==> config.mk <==
export PLATFORM = sky130hd
export DESIGN_NAME = prp_eval
export DESIGN_NICKNAME = d
export VERILOG_FILES = /design/src/design/prp_pkg.sv /design/src/design/prp_eval.sv
export SDC_FILE = /design/constraint.sdc
export NUM_CORES = 1
export LEC_CHECK = 0
export ABC_AREA = 1
export BUFFER_PORTS_ARGS = -buffer_cell sky130_fd_sc_hd__buf_2
export CELL_PAD_IN_SITES_DETAIL_PLACEMENT = 1
export CELL_PAD_IN_SITES_GLOBAL_PLACEMENT = 1
export CORE_ASPECT_RATIO = 0.9
export CORE_UTILIZATION = 38
export DETAILED_ROUTE_END_ITERATION = 10
export PLACE_DENSITY_LB_ADDON = 0.1
export SYNTH_ARGS = -nofsm -noshare
export SYNTH_HDL_FRONTEND = slang
export SYNTH_SLANG_ARGS = --single-unit
==> constraint.sdc <==
create_clock -name vclk -period 5.4
set_input_delay 0.81 -clock vclk [all_inputs]
set_output_delay 0.81 -clock vclk [all_outputs]
set_load 0.05 [all_outputs]
==> src/design/prp_pkg.sv <==
`default_nettype none
package prp_pkg;
    localparam int MAX_FRAMES = 128;
    localparam int FRAME_W    = $clog2(MAX_FRAMES);
    localparam int CNT_W      = $clog2(MAX_FRAMES + 1);

    localparam logic [31:0] NRU_PERIOD = 32'd48;
    localparam logic [31:0] WS_WINDOW  = 32'd49;
    localparam logic [2:0]  NO_CLASS   = 3'd4;

    localparam logic [2:0] POL_FIFO  = 3'd0;
    localparam logic [2:0] POL_CLOCK = 3'd1;
    localparam logic [2:0] POL_NRU   = 3'd2;
    localparam logic [2:0] POL_AGING = 3'd3;
    localparam logic [2:0] POL_WSET  = 3'd4;

    localparam logic [1:0] OP_ACCESS = 2'd0;
    localparam logic [1:0] OP_MAP    = 2'd1;
    localparam logic [1:0] OP_VICTIM = 2'd2;

    localparam logic [1:0] CFG_POLICY = 2'd0;
    localparam logic [1:0] CFG_FRAMES = 2'd1;

    // Outcome of evaluating one frame during a victim scan.
    typedef struct packed {
        logic        clr_ref;
        logic        wr_en;
        logic [31:0] wr_data;
        logic        take;
        logic        stop;
        logic [2:0]  new_cls;
        logic [31:0] new_val;
    } t_eval;
endpackage
`default_nettype wire

==> src/design/prp_eval.sv <==
`default_nettype none
// Per-frame evaluation unit, shared by every step of a victim scan.
module prp_eval (
    input  wire logic [2:0]  i_policy,
    input  wire logic        i_ref,
    input  wire logic        i_mod,
    input  wire logic [31:0] i_age,
    input  wire logic [31:0] i_lut,
    input  wire logic [31:0] i_now,
    input  wire logic        i_clear,
    input  wire logic        i_first,
    input  wire logic [2:0]  i_best_cls,
    input  wire logic [31:0] i_best_val,
    output prp_pkg::t_eval   o_ev
);
    logic [2:0]  cls;
    logic [31:0] aged;
    logic [31:0] since;

    always_comb begin
        cls   = {1'b0, i_ref, i_mod};
        aged  = {i_ref, i_age[31:1]};
        since = i_now - i_lut;
        o_ev  = '0;
        o_ev.new_cls = i_best_cls;
        o_ev.new_val = i_best_val;
        unique case (i_policy)
            prp_pkg::POL_CLOCK: begin
                o_ev.clr_ref = i_ref;
                o_ev.take    = !i_ref;
                o_ev.stop    = !i_ref;
            end
            prp_pkg::POL_NRU: begin
                o_ev.clr_ref = i_clear;
                o_ev.take    = cls < i_best_cls;
                o_ev.stop    = (cls < i_best_cls) && (cls == 3'd0) && !i_clear;
                if (cls < i_best_cls) begin
                    o_ev.new_cls = cls;
                end
            end
            prp_pkg::POL_AGING: begin
                o_ev.clr_ref = i_ref;
                o_ev.wr_en   = 1'b1;
                o_ev.wr_data = aged;
                o_ev.take    = aged < i_best_val;
                if (aged < i_best_val) begin
                    o_ev.new_val = aged;
                end
            end
            prp_pkg::POL_WSET: begin
                if (i_ref) begin
                    o_ev.clr_ref = 1'b1;
                    o_ev.wr_en   = 1'b1;
                    o_ev.wr_data = i_now;
                    o_ev.take    = i_first || (i_now < i_best_val);
                    if (i_first || (i_now < i_best_val)) begin
                        o_ev.new_val = i_now;
                    end
                end else if (since > prp_pkg::WS_WINDOW) begin
                    o_ev.take = 1'b1;
                    o_ev.stop = 1'b1;
                end else begin
                    o_ev.take = i_first || (i_lut < i_best_val);
                    if (i_first || (i_lut < i_best_val)) begin
                        o_ev.new_val = i_lut;
                    end
                end
            end
            default: begin
                o_ev.take = 1'b1;
                o_ev.stop = 1'b1;
            end
        endcase
    end
endmodule
`default_nettype wire

==> summary.txt <==
Run status
  – Status: finished clean

Timing
  – Final setup violation count: 0
  – Tmin final: around 5.2 ns
  – Hold Fails Final Rpt: 0
  – Worst slew margin: a little under a quarter
  – Fmax: between 150 and 200 MHz
  – Setup tns final: 0 ns
  – RSZ-0062 raised after global routing: no
  – Pins Over Slew Limit: 0
  – Fin crit share: between 90% and 100%
  – Worst Max-Slew Pin Slew: approximately 1.1 ns
  – Final setup margin: between 0.15 and 0.2 ns

Global route
  – Initial antenna violation count: 1
  – Maximum number of pins on one net before global-route repair: 46
  – First-pass GRT wire length: about 50,000 um
  – GRT Overall Usage: between 30% and 40%
  – Vias in the first global route: ~9,900
  – Global route overflow: 0

Final layout
  – Clkbuf count: 0
  – Area of the multi-input gates: between 6000 and 7000 um2
  – Fillers: around 2,900
  – FF+latch area: 0 um2
  – Finished Layout Cells: around 1,800
  – Fin nets: roughly 1,800
  – Count of flip-flops and latches: 0
  – Fraction of layout cells with a size suffix above 1: 15.9%
  – Layout area overhead: 18.6%

Synthesis
  – Yosys top cell by area: nand2_1
  – Post-synthesis compound-gate area fraction: around a fifth
  – Synth top area cells: nand2_1, ha_1, inv_1
  – Post-synthesis simple-gate area fraction: 43.2%
  – Sequential-to-total area share from yosys stat: 0%
  – Largest family of logic cells by synthesized area: simple AND/OR/NAND/NOR gates
  – Syn nets: 1,638
  – Post-Synthesis Cells: between 1,000 and 1,500
  – Synthesized area per cell: between 5 and 6 um2
  – Adder-cell share of the synthesized area: around 22%
  – Cell variety after synth: 39
  – Synth top area share: 24.6%
  – Post-synthesis cell area: around 7100 um2
  – Mux share of post-synthesis cell area: 0%
  – Post-Synth XOR/XNOR Area: less than 1%
  – Synth Warn #: 0

Hold path
  – Min-Delay Endpoint: o_ev[34]
  – Hold Path Class: input port to output pin
  – Hold depth: 4
  – Hold Startpoint: i_best_cls[2]

Floorplan
  – Initial Util: 38.8%
  – Die span in x: 146 um
  – Die H: roughly 130 um
  – Rows: 47
  – Die ar.: a little under 20,000 um2
  – Core area: about 18,000 um2
  – Top Ports: ~210

Critical path
  – CP startpoint kind: input port
  – CP dominant cell by count: nand2_1
  – Slowest cell on crit path: fa_1
  – CP max FO: 20
  – WP data arrival: around 4.4 ns
  – Cell Chain, Critical Path: buf_2 -> inv_1 -> ha_1 -> inv_1 -> fa_1 -> nand2_1 -> nand2_1 -> nand3_1 -> nand2_1 -> nand2_1 -> nand2_1 -> nand2_1 -> nand2_1 -> nor2_1 -> nand2_1 -> nor2_2 -> nand3_2 -> nor2_4 -> buf_4 -> nand4_1 -> nand3_1 -> nand3_1 -> nand2_1 -> buf_2
  – CP peak stage delay: 0.45 ns
  – Worst Setup End Kind: output pin
  – Critical path class: input port to output pin
  – WP data required: approximately 4.6 ns

Power and ir drop
  – PwrDens: roughly 110 nW/um2
  – Leakage power: between 0.005 and 0.006 uW
  – Worst VDD drop: 53.0 uV

Routing
  – Drt drc: 0
  – Via density: 5.55
  – Final ANT Viol Nets: 0
  – Vias after detailed routing: ~10,000
  – Routed WL: about 33,000 um
  – Router iterations before antenna repair: 5
  – WL per Instance: roughly 18 um
  – Initial DRC count: 460

Run
  – Max Cap Viol: 0

Placement
  – Detailed Place HPWL: about 27,000 um
  – Input/output buffers: roughly 210
  – DP Worst Slack: 0.173 ns
  – Routability cong.: 0.958
  – Dpl cells: around 1,800
[cells in the final DEF, fill, tap and decap left out, types with 2 or more instances in the layout]
master / instances
clkinv_1: 5
o211ai_1: 8
nand3_4: 2
and2_1: 4
a22oi_1: 18
nor2_1: 71
a21oi_1: 104
nor2_2: 5
inv_2: 6
nor2_4: 2
o21ai_0: 85
nand2_1: 466
o21bai_1: 3
buf_4: 16
nand3b_1: 6
buf_2: 208
inv_1: 234
o221ai_1: 10
ha_1: 125
nand3_2: 2
or2_0: 2
a21o_1: 3
nand3_1: 103
nor3_1: 9
nand2_2: 4
nand4_1: 45
o21a_1: 4
[timing repair]
item,4_1_cts,5_1_grt
hold buffers,0,0
hold endpoints to repair,0,0
setup buffers,0,4
resized for setup,0,1
endpoints found under the setup margin,0,32
[per-stage QoR]
stage	area [um2]	hold WS (ns)	util [%]	total power, uW
final	8450	2.02	46.1	926
after global routing	8450	2.04	46.1	1020
after CTS	8400	2.02	45.8	915
after detailed placement	8400	2.02	45.8	911
after global placement	8400	2.01	45.8	883
after floorplan	7130	1.85	-	608
[worst max path at each step]
stage	from	endpoint	slack, ns	cells after the start
4_1_cts	i_now[0]	o_ev[13]	0.17	24
5_1_grt	i_now[0]	o_ev[26]	0.009	24
2_1_floorplan	i_now[0]	o_ev[36]	1.07	19
3_5_place_dp	i_now[0]	o_ev[13]	0.17	24
3_3_place_gp	i_now[0]	o_ev[22]	0.29	24
6_report	i_now[0]	o_ev[26]	0.18	24
[synthesized netlist by cell type, types with 8 or more instances]
| master | count |
|---|---|
| a21oi_1 | 104 |
| a22oi_1 | 18 |
| clkbuf_1 | 23 |
| ha_1 | 125 |
| inv_1 | 234 |
| nand2_1 | 467 |
| nand3_1 | 103 |
| nand4_1 | 45 |
| nor2_1 | 72 |
| nor3_1 | 10 |
| o211ai_1 | 8 |
| o21ai_0 | 85 |
| o221ai_1 | 10 |
[where the power goes]
group	leakage (uW)	internal, uW	switching, uW
Sequential	0	0	0
Combinational	0.00522	277	649
Clock	0.00000000634	0.0000248	0
Total	0.00522	277	649
[worst max-delay path, delay by kind of cell]
kind / cells / cell delay, ns
buf+inv: 5 / 0.91
simple gates: 17 / 2.00
fa+ha+maj: 2 / 0.68
[cells by family (layout without fill, tap and decap cells)]
group	after synthesis	in the layout
AO/OA/AOI/OAI	240	240
XOR/XNOR	1	1
adder cells (fa/ha/maj)	126	126
buffers and inverters	283	470
other	0	1
AND/OR/NAND/NOR	724	725
[metal layers]
metal / routed length, um / track usage [%] / share of wire (%) / up-vias
li1: - / - / - / 4879
met1: 14600 / 43.7 / 44 / 4756
met2: 15300 / 57.8 / 47 / 339
met3: 1870 / 1.00 / 5.7 / 63
met4: 1020 / 9.32 / 3.1 / 0
met5: 0 / 0 / 0 / -
[final cells by class]
type                            count  share of cell area [%]
Inverter                          245                    10.9
Timing Repair Buffer              225                    14.0
Tap cell                          245                    3.63
Antenna cell                        1                  0.0296
Multi-Input combinational cell   1092                    71.5
No activity file was read; power rests on OpenSTA's default activity.
